[src/hw/rtl/fmtg_pkg.sv]
package fmtg_pkg;

    localparam int MAX_VEHICLES = 16;
    localparam int CORDIC_STEPS = 16;
    localparam int TAB_LEN      = 24;
    localparam int NMAX         = (MAX_VEHICLES < 16) ? MAX_VEHICLES : 16;
    localparam int K_W          = $clog2(CORDIC_STEPS);
    localparam int CS_W         = 32;
    localparam int FR_W         = 22;
    localparam int Z_W          = 34;
    localparam int QDEPTH       = 2;
    localparam int QPTR_W       = $clog2(QDEPTH);

    localparam logic signed [33:0] GAIN_Q30 = 34'sd652032874;
    localparam logic signed [53:0] HALF_Q30 = 54'sd536870912;

    localparam logic [31:0] ATAN_TAB [TAB_LEN] = '{
        32'd536870912, 32'd316933406, 32'd167458907, 32'd85004756,
        32'd42667331, 32'd21354465, 32'd10679838, 32'd5340245,
        32'd2670163, 32'd1335087, 32'd667544, 32'd333772,
        32'd166886, 32'd83443, 32'd41722, 32'd20861,
        32'd10430, 32'd5215, 32'd2608, 32'd1304,
        32'd652, 32'd326, 32'd163, 32'd81
    };

    // whole part and remainder of 65536 / n, indexed by n - 1
    localparam logic [16:0] QSTEP [16] = '{
        17'd65536, 17'd32768, 17'd21845, 17'd16384, 17'd13107, 17'd10922,
        17'd9362, 17'd8192, 17'd7281, 17'd6553, 17'd5957, 17'd5461,
        17'd5041, 17'd4681, 17'd4369, 17'd4096
    };
    localparam logic [4:0] RSTEP [16] = '{
        5'd0, 5'd0, 5'd1, 5'd0, 5'd1, 5'd4, 5'd2, 5'd0,
        5'd7, 5'd6, 5'd9, 5'd4, 5'd3, 5'd2, 5'd1, 5'd0
    };

    typedef logic signed [31:0]     pos_t;
    typedef logic signed [CS_W-1:0] cs_t;
    typedef logic signed [FR_W-1:0] fr_t;

    typedef enum logic [1:0] {PAT_LINE, PAT_V, PAT_CIRCLE, PAT_DIAMOND} pat_t;

    typedef enum logic [2:0] {
        CFG_PATTERN, CFG_COUNT, CFG_SPACING, CFG_ALT, CFG_VANGLE
    } cfg_idx_t;

    typedef struct packed {
        pat_t               pattern;
        logic [4:0]         count;
        logic [15:0]        spacing;
        logic signed [15:0] alt_step;
        logic [14:0]        v_angle;
    } cfg_t;

    typedef struct packed {
        pos_t        px;
        pos_t        py;
        pos_t        pz;
        logic [15:0] hd;
        cs_t         hc;
        cs_t         hs;
        cs_t         vc;
        cs_t         vs;
    } qent_t;

    typedef enum logic [0:0] {C_IDLE, C_RUN} cordic_state_t;
    typedef enum logic [1:0] {F_IDLE, F_TRIG, F_PUSH} front_state_t;
    typedef enum logic [2:0] {
        B_IDLE, B_PREP, B_RUN, B_CSTART, B_CWAIT, B_CISSUE
    } back_state_t;

    function automatic logic [31:0] atan_at(input logic [4:0] k);
        return ATAN_TAB[k];
    endfunction

    function automatic pos_t sat32(input logic signed [Z_W-1:0] v);
        if (v > 34'sd2147483647)
            return 32'sh7FFFFFFF;
        else if (v < -34'sd2147483648)
            return 32'sh80000000;
        else
            return v[31:0];
    endfunction

endpackage

[src/hw/rtl/fmtg_queue.sv]
module fmtg_queue (
    input  logic            clk,
    input  logic            rst_n,
    input  logic            push,
    input  fmtg_pkg::qent_t wr_data,
    output logic            full,
    input  logic            pop,
    output fmtg_pkg::qent_t rd_data,
    output logic            empty
);
    import fmtg_pkg::*;

    qent_t             mem_reg [QDEPTH];
    logic [QPTR_W-1:0] wr_ptr_reg, rd_ptr_reg;
    logic [QPTR_W:0]   count_reg;
    logic              do_push, do_pop;

    assign full    = (count_reg == (QPTR_W + 1)'(QDEPTH));
    assign empty   = (count_reg == '0);
    assign do_push = push && !full;
    assign do_pop  = pop && !empty;
    assign rd_data = mem_reg[rd_ptr_reg];

    always_ff @(posedge clk or negedge rst_n)
    begin
        if (!rst_n)
        begin
            wr_ptr_reg <= '0;
            rd_ptr_reg <= '0;
            count_reg  <= '0;
        end
        else
        begin
            if (do_push)
                wr_ptr_reg <= wr_ptr_reg + QPTR_W'(1);
            if (do_pop)
                rd_ptr_reg <= rd_ptr_reg + QPTR_W'(1);
            if (do_push && !do_pop)
                count_reg <= count_reg + (QPTR_W + 1)'(1);
            else if (do_pop && !do_push)
                count_reg <= count_reg - (QPTR_W + 1)'(1);
        end
    end

    // store the pushed word
    always_ff @(posedge clk)
    begin
        if (do_push)
            mem_reg[wr_ptr_reg] <= wr_data;
    end

endmodule

[config.mk]
export PLATFORM = sky130hd
export DESIGN_NAME = fmtg_queue
export DESIGN_NICKNAME = d
export VERILOG_FILES = /design/src/hw/rtl/fmtg_pkg.sv /design/src/hw/rtl/fmtg_queue.sv
export SDC_FILE = /design/constraint.sdc
export NUM_CORES = 1
export LEC_CHECK = 0
export BUFFER_PORTS_ARGS = -buffer_cell sky130_fd_sc_hd__buf_4
export CAP_MARGIN = 5
export CELL_PAD_IN_SITES_DETAIL_PLACEMENT = 1
export CELL_PAD_IN_SITES_GLOBAL_PLACEMENT = 1
export CORE_MARGIN = 10
export CORE_UTILIZATION = 40
export DETAILED_ROUTE_END_ITERATION = 7
export GPL_TIMING_DRIVEN = 1
export HOLD_SLACK_MARGIN = 0.06
export PLACE_DENSITY_LB_ADDON = 0.15
export SLEW_MARGIN = 10
export SYNTH_ARGS = -nofsm -noshare
export SYNTH_HDL_FRONTEND = slang
export SYNTH_SLANG_ARGS = --single-unit
[constraint.sdc]
create_clock -name clk -period 18.3 [get_ports clk]
set_clock_uncertainty 0.15 [all_clocks]
set_input_delay 3.66 -clock clk [delete_from_list [all_inputs] [get_ports clk]]
set_output_delay 3.66 -clock clk [all_outputs]
set_load 0.1 [all_outputs]
==> impl_metrics.py <==
metrics = {
    "logic_synthesis": {
        "synth_seq_area_share_pct": 79.3,
        "ys_seq_elements": 484,
        "ys_types": 16,
        "synth_area_per_cell_sq_um": 23.9,
        "synth_nets": 1011,
        "syn_area_sq_um": 18300,
        "syn_inst": 766,
        "yosysWarnings": 0,
    },
    "setup_path": {
        "cp.buffers_inverters": 3,
        "max_stage_delay_ns": 0.94,
        "cp_slowest_cell": "dfrtp_4",
        "critPathCaptureType": "output pin",
        "worstPathMaxFanout": 97,
        "path_cells": "buf_12 > buf_16 > mux2_4 > buf_4",
        "arrival_ns": 3.38,
        "crit_path_start_kind": "flip-flop",
        "startpoint": "rd_ptr_reg$_DFFE_PN0P_",
        "cp_top_family": "buffers and inverters",
        "rr_startpoint": "count_reg[0]$_DFFE_PN0P_",
        "path_class": "flip-flop to output pin",
        "worstPathRequired_ns": 14.49,
    },
    "clock_tree": {
        "cts_setup_buffers": 0,
        "cts_tree": "built",
        "cts-resized-gates": 0,
        "clockBufferDepth": 3,
        "htreeDepth": 2,
        "cts_num_sinks": 484,
        "insertion_delay_ns": 0.58,
        "cts_buffers": 51,
        "clk_pin_slew_ns": 0.06,
        "hold_buffers": 0,
        "cts-root-buf": "clkbuf_16",
    },
    "sta": {
        "rsz0062_at_grt": "false",
        "worst_pin_slew_ns": 1.09,
        "maxSlewViolCount": 0,
        "fmax_mhz": 139,
        "period_share_pct": 39.3,
        "fin_setup_tns_ns": 0,
        "setup_viol": 0,
        "hold_viol": 0,
        "min_period_ns": 7.19,
        "max_slew_margin_pct": 26.9,
    },
    "floorplan": {
        "chipWidth_um": 234,
        "dieHeight_um": 234,
        "initial_utilization_pct": 40.4,
        "rows": 78,
        "io_pins": 486,
        "die-area_sq_um": 54700,
        "core_region_area_sq_um": 45300,
    },
    "routing": {
        "ant_nets": 0,
        "vias": 9059,
        "avgViaCountPerCell": 4.70,
        "drtIter0Drc": 545,
        "drt-pass1-iter-count": 4,
        "wl_mm": 47.5,
        "drt-wirelength-per-cell_um": 24.6,
        "drc": 0,
    },
    "worst_hold_path": {
        "hold_start": "count_reg[1]$_DFFE_PN0P_",
        "hp-class": "flip-flop to flip-flop",
    },
    "placed_design": {
        "post-place-cells": 1832,
        "port_buffers": 485,
        "dpl.hpwl_mm": 33.6,
        "gp_congestion": 0.763,
    },
    "layout": {
        "stdcell_count": 1926,
        "num-fill-cells": 4169,
        "largest_reg_flops": 480,
        "drive_above_1_share_pct": 60.7,
        "finalNetCount": 1531,
        "layout-area-overhead-vs-synth_pct": 31.8,
        "layout_commonest_cell": "buf_4",
        "final_cell_mix": "buf_4, edfxtp_1, mux2_4, clkbuf_16, mux2_2",
    },
    "grt": {
        "grt_max_degree": 151,
        "grt_first_pass_wirelength_mm": 66.1,
        "first_global_vias": 9868,
        "antenna_found_initial": 9,
        "grt.total_usage_pct": 16.6,
        "gr-total-overflow": 0,
    },
    "run": {
        "drv_cap": 0,
    },
    "run_status": {
        "status": "finished clean",
    },
}
## layout make-up
class / instances / area (sq um) / area share, %
diodes: 3 / 7.51 / 0.0311
clock buffers: 65 / 1400 / 5.81
clock inverters: 25 / 185 / 0.767
inverters: 2 / 7.51 / 0.0311
multi-input cells: 253 / 3520 / 14.6
flip-flops and latches: 484 / 14500 / 60.2
well taps: 600 / 751 / 3.11
repair buffers: 494 / 3740 / 15.5
## logic make-up after synthesis
kind of cell | count (synthesis) | synth area share, %
XOR/XNOR | 5 | 0.239
buffers and inverters | 29 | 1.55
adder cells (fa/ha/maj) | 1 | 0.0684
flip-flops | 484 | 79.3
multiplexers | 240 | 18.7
AND/OR/NAND/NOR | 6 | 0.150
AO/OA/AOI/OAI | 1 | 0.0273
## stage by stage
stage / utilization (%) / area (sq um) / hold slack (ns) / setup slack [ns]
after CTS: 53.2 / 24100 / 0.387 / 11.14
after global placement: 49.7 / 22500 / 0.358 / 11.12
after floorplan: - / 18300 / 0.311 / 3.61
after detailed placement: 49.7 / 22500 / 0.374 / 11.12
final: 53.3 / 24100 / 0.380 / 11.11
after global routing: 53.3 / 24100 / 0.411 / 11.02
## synth_stat cells
library cell / instances / share of area (%)
o21ai_0: 1 / 0.027
and3_1: 1 / 0.034
xnor2_1: 3 / 0.14
ha_1: 1 / 0.068
nand2b_1: 1 / 0.034
inv_1: 2 / 0.041
nand2_1: 1 / 0.020
mux2_2: 50 / 3.1
buf_2: 5 / 0.14
buf_8: 1 / 0.082
dfrtp_1: 4 / 0.55
mux2_4: 190 / 16
buf_6: 21 / 1.3
xor2_1: 2 / 0.096
edfxtp_1: 480 / 79
nor2_1: 3 / 0.062
## worst paths after layout
| kind | end | slack, ns | cells past startpoint |
|---|---|---|---|
| min | count_reg[1]$_DFFE_PN0P_ | 0.38 | 1 |
| max reg2reg | mem_reg[0][68]$_DFFE_PP_ | 14.21 | 5 |
| min reg2reg | count_reg[1]$_DFFE_PN0P_ | 0.38 | 1 |
| min in group asynchronous | count_reg[1]$_DFFE_PN0P_ | 2.73 | 1 |
| max in group asynchronous | rd_ptr_reg$_DFFE_PN0P_ | 15.13 | 1 |
| max | rd_data[118] | 11.11 | 4 |
## layer usage
layer  global-route usage (%)  share of wire (%)
met2                     28.1                 51
met5                        0               0.15
met3                     6.95                9.3
met1                     18.5                 37
met4                     5.79                1.9
Power is left out: the tool's default activity adds up to more than one toggle a clock period on the data nets, which glitch-free logic cannot reach.
