File: src/hw/rtl/fmtg_pkg.sv
package fmtg_pkg;

    localparam int MAX_VEHICLES = 16;
    localparam int CORDIC_STEPS = 16;
    localparam int TAB_LEN      = 24;
    localparam int NMAX         = (MAX_VEHICLES < 16) ? MAX_VEHICLES : 16;
    localparam int K_W          = $clog2(CORDIC_STEPS);
    localparam int CS_W         = 32;
    localparam int FR_W         = 22;
    localparam int Z_W          = 34;
    localparam int QDEPTH       = 2;
    localparam int QPTR_W       = $clog2(QDEPTH);

    localparam logic signed [33:0] GAIN_Q30 = 34'sd652032874;
    localparam logic signed [53:0] HALF_Q30 = 54'sd536870912;

    localparam logic [31:0] ATAN_TAB [TAB_LEN] = '{
        32'd536870912, 32'd316933406, 32'd167458907, 32'd85004756,
        32'd42667331, 32'd21354465, 32'd10679838, 32'd5340245,
        32'd2670163, 32'd1335087, 32'd667544, 32'd333772,
        32'd166886, 32'd83443, 32'd41722, 32'd20861,
        32'd10430, 32'd5215, 32'd2608, 32'd1304,
        32'd652, 32'd326, 32'd163, 32'd81
    };

    // whole part and remainder of 65536 / n, indexed by n - 1
    localparam logic [16:0] QSTEP [16] = '{
        17'd65536, 17'd32768, 17'd21845, 17'd16384, 17'd13107, 17'd10922,
        17'd9362, 17'd8192, 17'd7281, 17'd6553, 17'd5957, 17'd5461,
        17'd5041, 17'd4681, 17'd4369, 17'd4096
    };
    localparam logic [4:0] RSTEP [16] = '{
        5'd0, 5'd0, 5'd1, 5'd0, 5'd1, 5'd4, 5'd2, 5'd0,
        5'd7, 5'd6, 5'd9, 5'd4, 5'd3, 5'd2, 5'd1, 5'd0
    };

    typedef logic signed [31:0]     pos_t;
    typedef logic signed [CS_W-1:0] cs_t;
    typedef logic signed [FR_W-1:0] fr_t;

    typedef enum logic [1:0] {PAT_LINE, PAT_V, PAT_CIRCLE, PAT_DIAMOND} pat_t;

    typedef enum logic [2:0] {
        CFG_PATTERN, CFG_COUNT, CFG_SPACING, CFG_ALT, CFG_VANGLE
    } cfg_idx_t;

    typedef struct packed {
        pat_t               pattern;
        logic [4:0]         count;
        logic [15:0]        spacing;
        logic signed [15:0] alt_step;
        logic [14:0]        v_angle;
    } cfg_t;

    typedef struct packed {
        pos_t        px;
        pos_t        py;
        pos_t        pz;
        logic [15:0] hd;
        cs_t         hc;
        cs_t         hs;
        cs_t         vc;
        cs_t         vs;
    } qent_t;

    typedef enum logic [0:0] {C_IDLE, C_RUN} cordic_state_t;
    typedef enum logic [1:0] {F_IDLE, F_TRIG, F_PUSH} front_state_t;
    typedef enum logic [2:0] {
        B_IDLE, B_PREP, B_RUN, B_CSTART, B_CWAIT, B_CISSUE
    } back_state_t;

    function automatic logic [31:0] atan_at(input logic [4:0] k);
        return ATAN_TAB[k];
    endfunction

    function automatic pos_t sat32(input logic signed [Z_W-1:0] v);
        if (v > 34'sd2147483647)
            return 32'sh7FFFFFFF;
        else if (v < -34'sd2147483648)
            return 32'sh80000000;
        else
            return v[31:0];
    endfunction

endpackage

File: src/hw/rtl/fmtg_intf.sv
interface fmtg_pose_if;
    import fmtg_pkg::*;
    logic        valid;
    logic        ready;
    pos_t        pos_x;
    pos_t        pos_y;
    pos_t        pos_z;
    logic signed [15:0] heading;

    modport source (output valid, pos_x, pos_y, pos_z, heading, input ready);
    modport sink (input valid, pos_x, pos_y, pos_z, heading, output ready);
endinterface


File: src/hw/rtl/fmtg_cordic.sv
module fmtg_cordic (
    input  logic           clk,
    input  logic           rst_n,
    input  logic           start,
    input  logic [15:0]    angle,
    output logic           busy,
    output logic           done,
    output fmtg_pkg::cs_t  cos_q,
    output fmtg_pkg::cs_t  sin_q
);
    import fmtg_pkg::*;

    cordic_state_t      state_reg, state_next;
    logic [K_W-1:0]     k_reg;
    logic signed [33:0] x_reg, y_reg;
    logic signed [32:0] z_reg;
    logic               flip_reg;
    logic               done_reg;
    cs_t                cos_reg, sin_reg;

    logic [31:0]        a_in;
    logic               flip_in;
    logic signed [33:0] xs, ys, x_step, y_step;
    logic signed [32:0] z_step, at;
    logic               last_step;

    // fold the second and third quadrant by half a turn
    assign a_in    = {angle, 16'b0};
    assign flip_in = a_in[31] ^ a_in[30];

    assign xs        = x_reg >>> k_reg;
    assign ys        = y_reg >>> k_reg;
    assign at        = signed'({1'b0, atan_at(5'(k_reg))});
    assign last_step = (k_reg == K_W'(CORDIC_STEPS - 1));

    // rotate one micro-step toward zero residual angle
    always_comb
    begin
        if (!z_reg[32])
        begin
            x_step = x_reg - ys;
            y_step = y_reg + xs;
            z_step = z_reg - at;
        end
        else
        begin
            x_step = x_reg + ys;
            y_step = y_reg - xs;
            z_step = z_reg + at;
        end
    end

    // next state
    always_comb
    begin
        state_next = state_reg;
        unique case (state_reg)
            C_IDLE: if (start) state_next = C_RUN;
            C_RUN:  if (last_step) state_next = C_IDLE;
            default: state_next = C_IDLE;
        endcase
    end

    // outputs
    always_comb
    begin
        busy  = (state_reg == C_RUN);
        done  = done_reg;
        cos_q = cos_reg;
        sin_q = sin_reg;
    end

    always_ff @(posedge clk or negedge rst_n)
    begin
        if (!rst_n)
        begin
            state_reg <= C_IDLE;
            done_reg  <= 1'b0;
            k_reg     <= '0;
        end
        else
        begin
            state_reg <= state_next;
            done_reg  <= (state_reg == C_RUN) && last_step;
            if (state_reg == C_IDLE)
                k_reg <= '0;
            else
                k_reg <= k_reg + K_W'(1);
        end
    end

    // load the start vector, then iterate
    always_ff @(posedge clk)
    begin
        if (state_reg == C_IDLE && start)
        begin
            x_reg    <= GAIN_Q30;
            y_reg    <= '0;
            z_reg    <= signed'({flip_in ? ~a_in[31] : a_in[31],
                                 flip_in ? ~a_in[31] : a_in[31], a_in[30:0]});
            flip_reg <= flip_in;
        end
        else if (state_reg == C_RUN)
        begin
            x_reg <= x_step;
            y_reg <= y_step;
            z_reg <= z_step;
            if (last_step)
            begin
                cos_reg <= flip_reg ? CS_W'(-x_step) : CS_W'(x_step);
                sin_reg <= flip_reg ? CS_W'(-y_step) : CS_W'(y_step);
            end
        end
    end

endmodule

File: src/hw/rtl/fmtg_front.sv
module fmtg_front (
    input  logic            clk,
    input  logic            rst_n,
    fmtg_pose_if.sink       pose,
    input  logic [14:0]     v_angle,
    output logic            push,
    output fmtg_pkg::qent_t push_data,
    input  logic            full
);
    import fmtg_pkg::*;

    front_state_t state_reg, state_next;
    logic         hold_valid_reg;
    pos_t         hold_px_reg, hold_py_reg, hold_pz_reg;
    logic [15:0]  hold_hd_reg;
    pos_t         work_px_reg, work_py_reg, work_pz_reg;
    logic [15:0]  work_hd_reg;

    logic accept, start;
    logic h_busy, h_done, v_busy, v_done;
    cs_t  hc, hs, vc, vs;

    assign pose.ready = !hold_valid_reg;
    assign accept     = pose.valid && !hold_valid_reg;
    assign start      = (state_reg == F_IDLE) && hold_valid_reg;

    fmtg_cordic u_head (
        .clk(clk), .rst_n(rst_n), .start(start), .angle(hold_hd_reg),
        .busy(h_busy), .done(h_done), .cos_q(hc), .sin_q(hs)
    );

    fmtg_cordic u_vang (
        .clk(clk), .rst_n(rst_n), .start(start), .angle({1'b0, v_angle}),
        .busy(v_busy), .done(v_done), .cos_q(vc), .sin_q(vs)
    );

    // next state
    always_comb
    begin
        state_next = state_reg;
        unique case (state_reg)
            F_IDLE: if (start) state_next = F_TRIG;
            F_TRIG: if (h_done && v_done) state_next = F_PUSH;
            F_PUSH: if (!full) state_next = F_IDLE;
            default: state_next = F_IDLE;
        endcase
    end

    // outputs
    always_comb
    begin
        push = (state_reg == F_PUSH) && !h_busy && !v_busy;
        push_data.px = work_px_reg;
        push_data.py = work_py_reg;
        push_data.pz = work_pz_reg;
        push_data.hd = work_hd_reg;
        push_data.hc = hc;
        push_data.hs = hs;
        push_data.vc = vc;
        push_data.vs = vs;
    end

    always_ff @(posedge clk or negedge rst_n)
    begin
        if (!rst_n)
        begin
            state_reg      <= F_IDLE;
            hold_valid_reg <= 1'b0;
        end
        else
        begin
            state_reg <= state_next;
            if (accept)
                hold_valid_reg <= 1'b1;
            else if (start)
                hold_valid_reg <= 1'b0;
        end
    end

    // hold the incoming word, then move it to the work slot
    always_ff @(posedge clk)
    begin
        if (accept)
        begin
            hold_px_reg <= pose.pos_x;
            hold_py_reg <= pose.pos_y;
            hold_pz_reg <= pose.pos_z;
            hold_hd_reg <= pose.heading;
        end
        if (start)
        begin
            work_px_reg <= hold_px_reg;
            work_py_reg <= hold_py_reg;
            work_pz_reg <= hold_pz_reg;
            work_hd_reg <= hold_hd_reg;
        end
    end

endmodule

File: src/flat_wrapper.sv
// flat-port wrapper written by rule: the top's interface ports become plain ports
module fmtg_front_flat import fmtg_pkg::*;
  (clk, rst_n, v_angle, push, push_data, full, pose_valid, pose_pos_x, pose_pos_y, pose_pos_z, pose_heading, pose_ready);
  fmtg_pose_if pose_i ();
  input  logic clk;
  input  logic rst_n;
  input  logic [14:0] v_angle;
  output logic push;
  output fmtg_pkg::qent_t push_data;
  input  logic full;
  input wire logic [$bits(pose_i.valid)-1:0] pose_valid;
  input wire logic [$bits(pose_i.pos_x)-1:0] pose_pos_x;
  input wire logic [$bits(pose_i.pos_y)-1:0] pose_pos_y;
  input wire logic [$bits(pose_i.pos_z)-1:0] pose_pos_z;
  input wire logic [$bits(pose_i.heading)-1:0] pose_heading;
  output wire logic [$bits(pose_i.ready)-1:0] pose_ready;
  assign pose_i.valid = pose_valid;
  assign pose_i.pos_x = pose_pos_x;
  assign pose_i.pos_y = pose_pos_y;
  assign pose_i.pos_z = pose_pos_z;
  assign pose_i.heading = pose_heading;
  assign pose_ready = pose_i.ready;
  fmtg_front u_core (.clk(clk), .rst_n(rst_n), .pose(pose_i), .v_angle(v_angle), .push(push), .push_data(push_data), .full(full));
endmodule
File: config.mk
export PLATFORM = sky130hd
export DESIGN_NAME = fmtg_front_flat
export DESIGN_NICKNAME = d
export VERILOG_FILES = /design/src/hw/rtl/fmtg_pkg.sv /design/src/hw/rtl/fmtg_intf.sv /design/src/hw/rtl/fmtg_cordic.sv /design/src/hw/rtl/fmtg_front.sv /design/src/flat_wrapper.sv
export SDC_FILE = /design/constraint.sdc
export NUM_CORES = 2
export LEC_CHECK = 0
export ABC_AREA = 1
export BUFFER_PORTS_ARGS = -buffer_cell sky130_fd_sc_hd__buf_4
export CORE_MARGIN = 5
export CORE_UTILIZATION = 49
export CTS_CLUSTER_DIAMETER = 50
export DETAILED_ROUTE_END_ITERATION = 12
export PLACE_DENSITY = 0.67
export SETUP_SLACK_MARGIN = 0.1
export SKIP_LAST_GASP = 1
export SLEW_MARGIN = 5
export SYNTH_ARGS = -nofsm -noshare
export SYNTH_HDL_FRONTEND = slang
export SYNTH_HIERARCHICAL = 1
export SYNTH_SLANG_ARGS = --single-unit
File: constraint.sdc
create_clock -name clk -period 6.5 [get_ports clk]
set_input_delay 0.325 -clock clk [delete_from_list [all_inputs] [get_ports clk]]
set_output_delay 0.325 -clock clk [all_outputs]
set_load 0.02 [all_outputs]
==> flow_summary_export.csv <==
group,metric,value,unit
timing,tightestPinTransition,1.16,ns
timing,slew_headroom,0.227,
place,place_area,49400,um^2
clocking,htree_levels,3,
global_route,grtUsageTotal,0.299,
critical_path,startpoint,"u_core/u_vang/k_reg[2]",
routing,drtIter0Drc,3829,
routing,viasPerCell,5.48,
critical_path,crit_path_frequent_cell,"nand2_1",
timing,maxSlewViolCount,0,
cells_and_area,fin_area,53700,um^2
place,dp.cells,8024,
timing,hold_ws,0.0859,ns
yosys,ys_seq_area_frac,0.337,
yosys,synth.distinct_cells,74,
critical_path,worstSetupEndpointType,"flop",
critical_path,slowest_delay,0.70,ns
critical_path,startpoint_type,"flop",
yosys,synthArstFlopShare,0.0263,
yosys,synth_warnings,6,
outcome,status,"complete, no violations",
timing,finalHoldViolCount,0,
place,place.gp.congestion,0.974,
floorplan,rows,112,
floorplan,die_area,99300,um^2
floorplan,die_w,315,um
cells_and_area,final_cells,8316,
place,hpwl,119,mm
global_route,grt_max_degree,87,
routing,wl_per_cell,18.5,um
critical_path,reg2reg_to,"u_core/u_vang/cos_q[30]",
yosys,syn_nets,6895,
cells_and_area,final_nets,7344,
critical_path,rrSetupSlack,0.58,ns
clocking,numCtsBuffers,86,
global_route,grt_pass1_vias,43200,
routing,drc_errors,0,
clocking,clock_latency,0.70,ns
yosys,ys_seq_elements,571,
critical_path,worstRegToRegCells,30,
yosys,ys.flop_type,"edfxtp_1",
yosys,synth_area,45600,um^2
timing,rsz0062_at_grt,"yes",
global_route,antenna_found_initial,2,
critical_path,cp_max_fo,25,
clocking,clk_pin_slew,0.06,ns
critical_path,crit_type,"flop to flop",
global_route,grt_pass1_wl,238,mm
clocking,cts_root_buf,"clkbuf_16",
global_route,gr-total-overflow,0,
timing,fin_crit,5.92,ns
routing,ant_nets,0,
routing,wirelength,154,mm
timing,setup-tns-final,0,ns
cells_and_area,area_growth,17.8,%
floorplan,die-height,315,um
clocking,clkSinkCount,571,
yosys,synth_area_per_cell,6.98,um^2
flow_run,cap_violations,0,
clocking,cts_tree,"yes",
yosys,synthCells,6538,
place,io_buffers,372,
floorplan,start_util,0.491,
floorplan,num_io_pins,373,
critical_path,arrival,6.38,ns
routing,first_pass_iters,8,
timing,setup_viol,0,
cells_and_area,num-fill-cells,8920,
hold_path,min_path_type,"input port to async pin",
critical_path,worstPathRequired,6.95,ns
timing,period_share,0.911,
timing,max_freq,0.169,GHz
critical_path,slowest_stage,"dfrtp_2",
cells_and_area,drive_gt1_frac,0.111,
yosys,synth_edf_count,388,
routing,vias,45600,
clocking,clock_path_buffers,3,
timing,fin_worst_skew,0.0532,ns
critical_path,r2r_start,"u_core/u_vang/k_reg[2]",
floorplan,coreArea,92900,um^2
## stage by stage
| step | worst slack [ns] | util |
|---|---|---|
| after floorplan | 0.505 | - |
| after global placement | 0.628 | 0.532 |
| after detailed placement | 0.625 | 0.532 |
| after CTS | 0.579 | 0.578 |
| after global routing | 0.0959 | 0.578 |
| final | 0.576 | 0.578 |
## worst max-delay path, delay by kind of cell (launching register included)
kind / cells / cell delay, ns
simple gates: 20 / 3.04
flops: 1 / 0.70
fa+ha+maj: 2 / 0.65
compound gates: 3 / 0.57
buf+inv: 3 / 0.43
xor+xnor: 2 / 0.33
## worst max-delay path by stage
stage	endpoint	slack (ns)	cells after the start
after CTS	u_core/u_head/cos_q[24]	0.58	31
after detailed placement	u_core/u_head/cos_q[24]	0.62	31
final	u_core/u_vang/cos_q[30]	0.58	30
after global placement	u_core/u_head/cos_q[31]	0.63	32
after global routing	u_core/u_head/cos_q[24]	0.1	33
after floorplan	u_core/u_head/cos_q[0]	0.50	6
## routing by layer
| metal | routed length (um) | track usage |
|---|---|---|
| met5 | 0 | 0 |
| met4 | 5840 | 0.105 |
| met3 | 8540 | 0.0366 |
| met2 | 72900 | 0.513 |
| met1 | 66500 | 0.390 |
## layout make-up
class / instances / area [um^2] / share of cell area
multi-input cells: 5116 / 26700 / 0.498
flip-flops and latches: 571 / 15400 / 0.287
repair buffers: 560 / 4550 / 0.0847
inverters: 652 / 2460 / 0.0458
clock buffers: 95 / 2220 / 0.0413
well taps: 1254 / 1570 / 0.0292
clock inverters: 66 / 788 / 0.0147
diodes: 2 / 5.00 / 0.0000931
## Yosys cell counts (all sizes together), types with 3 or more instances
master	count	area, um^2
nand2	1987	7560
nand3	763	3910
nor2	696	2790
inv	649	2440
edfxtp	388	11700
o21ai	351	1830
a21oi	298	1510
xor2	234	2080
ha	220	2750
dfxtp	168	3360
buf	131	818
xnor2	110	1050
nand4	98	626
nor3	75	440
clkbuf	68	255
o22ai	53	344
a31oi	28	175
o211ai	24	185
o21a	24	180
o21bai	22	165
nand3b	17	128
a21o	15	113
dfrtp	15	375
a22o	14	123
or2	13	81.3
nor4	12	87.6
o31ai	11	101
a21boi	7	52.6
and2	6	37.5
and3	6	37.5
fa	6	120
a211oi	5	37.5
a32o	5	50.1
a22oi	3	27.5
clkinv	3	12.5
## layout by cell type (no fill, tap or decap), types with 36 or more instances in the layout
cell,count
a21oi_1,292
clkbuf_16,87
nor2_2,37
xnor2_1,99
nand4_1,96
xor2_1,230
nand2_1,1945
o21ai_0,301
dfxtp_1,168
inv_1,619
nor3_1,65
nand3_1,747
o22ai_1,51
dlygate4sd3_1,129
ha_1,220
nor2_1,646
o21ai_1,36
edfxtp_1,388
nand2_2,42
buf_4,429
## repair_timing
action | in CTS | in global routing
setup endpoints to repair | 0 | 7
hold buffers | 129 | 0
buffers inserted | 0 | 0
gates resized for setup | 0 | 2
endpoints found under the hold margin | 146 | 0
## cells by family after synthesis
logic type	after synthesis	synth area share
compound gates	870	0.110
xor+xnor	344	0.0685
fa+ha+maj	226	0.0629
buf+inv	851	0.0773
flops	571	0.337
other cells	1	0.0000822
simple gates	3675	0.344
Power is not shown: default switching activity piles up to over one toggle a cycle in this logic, so the estimate is an artifact.
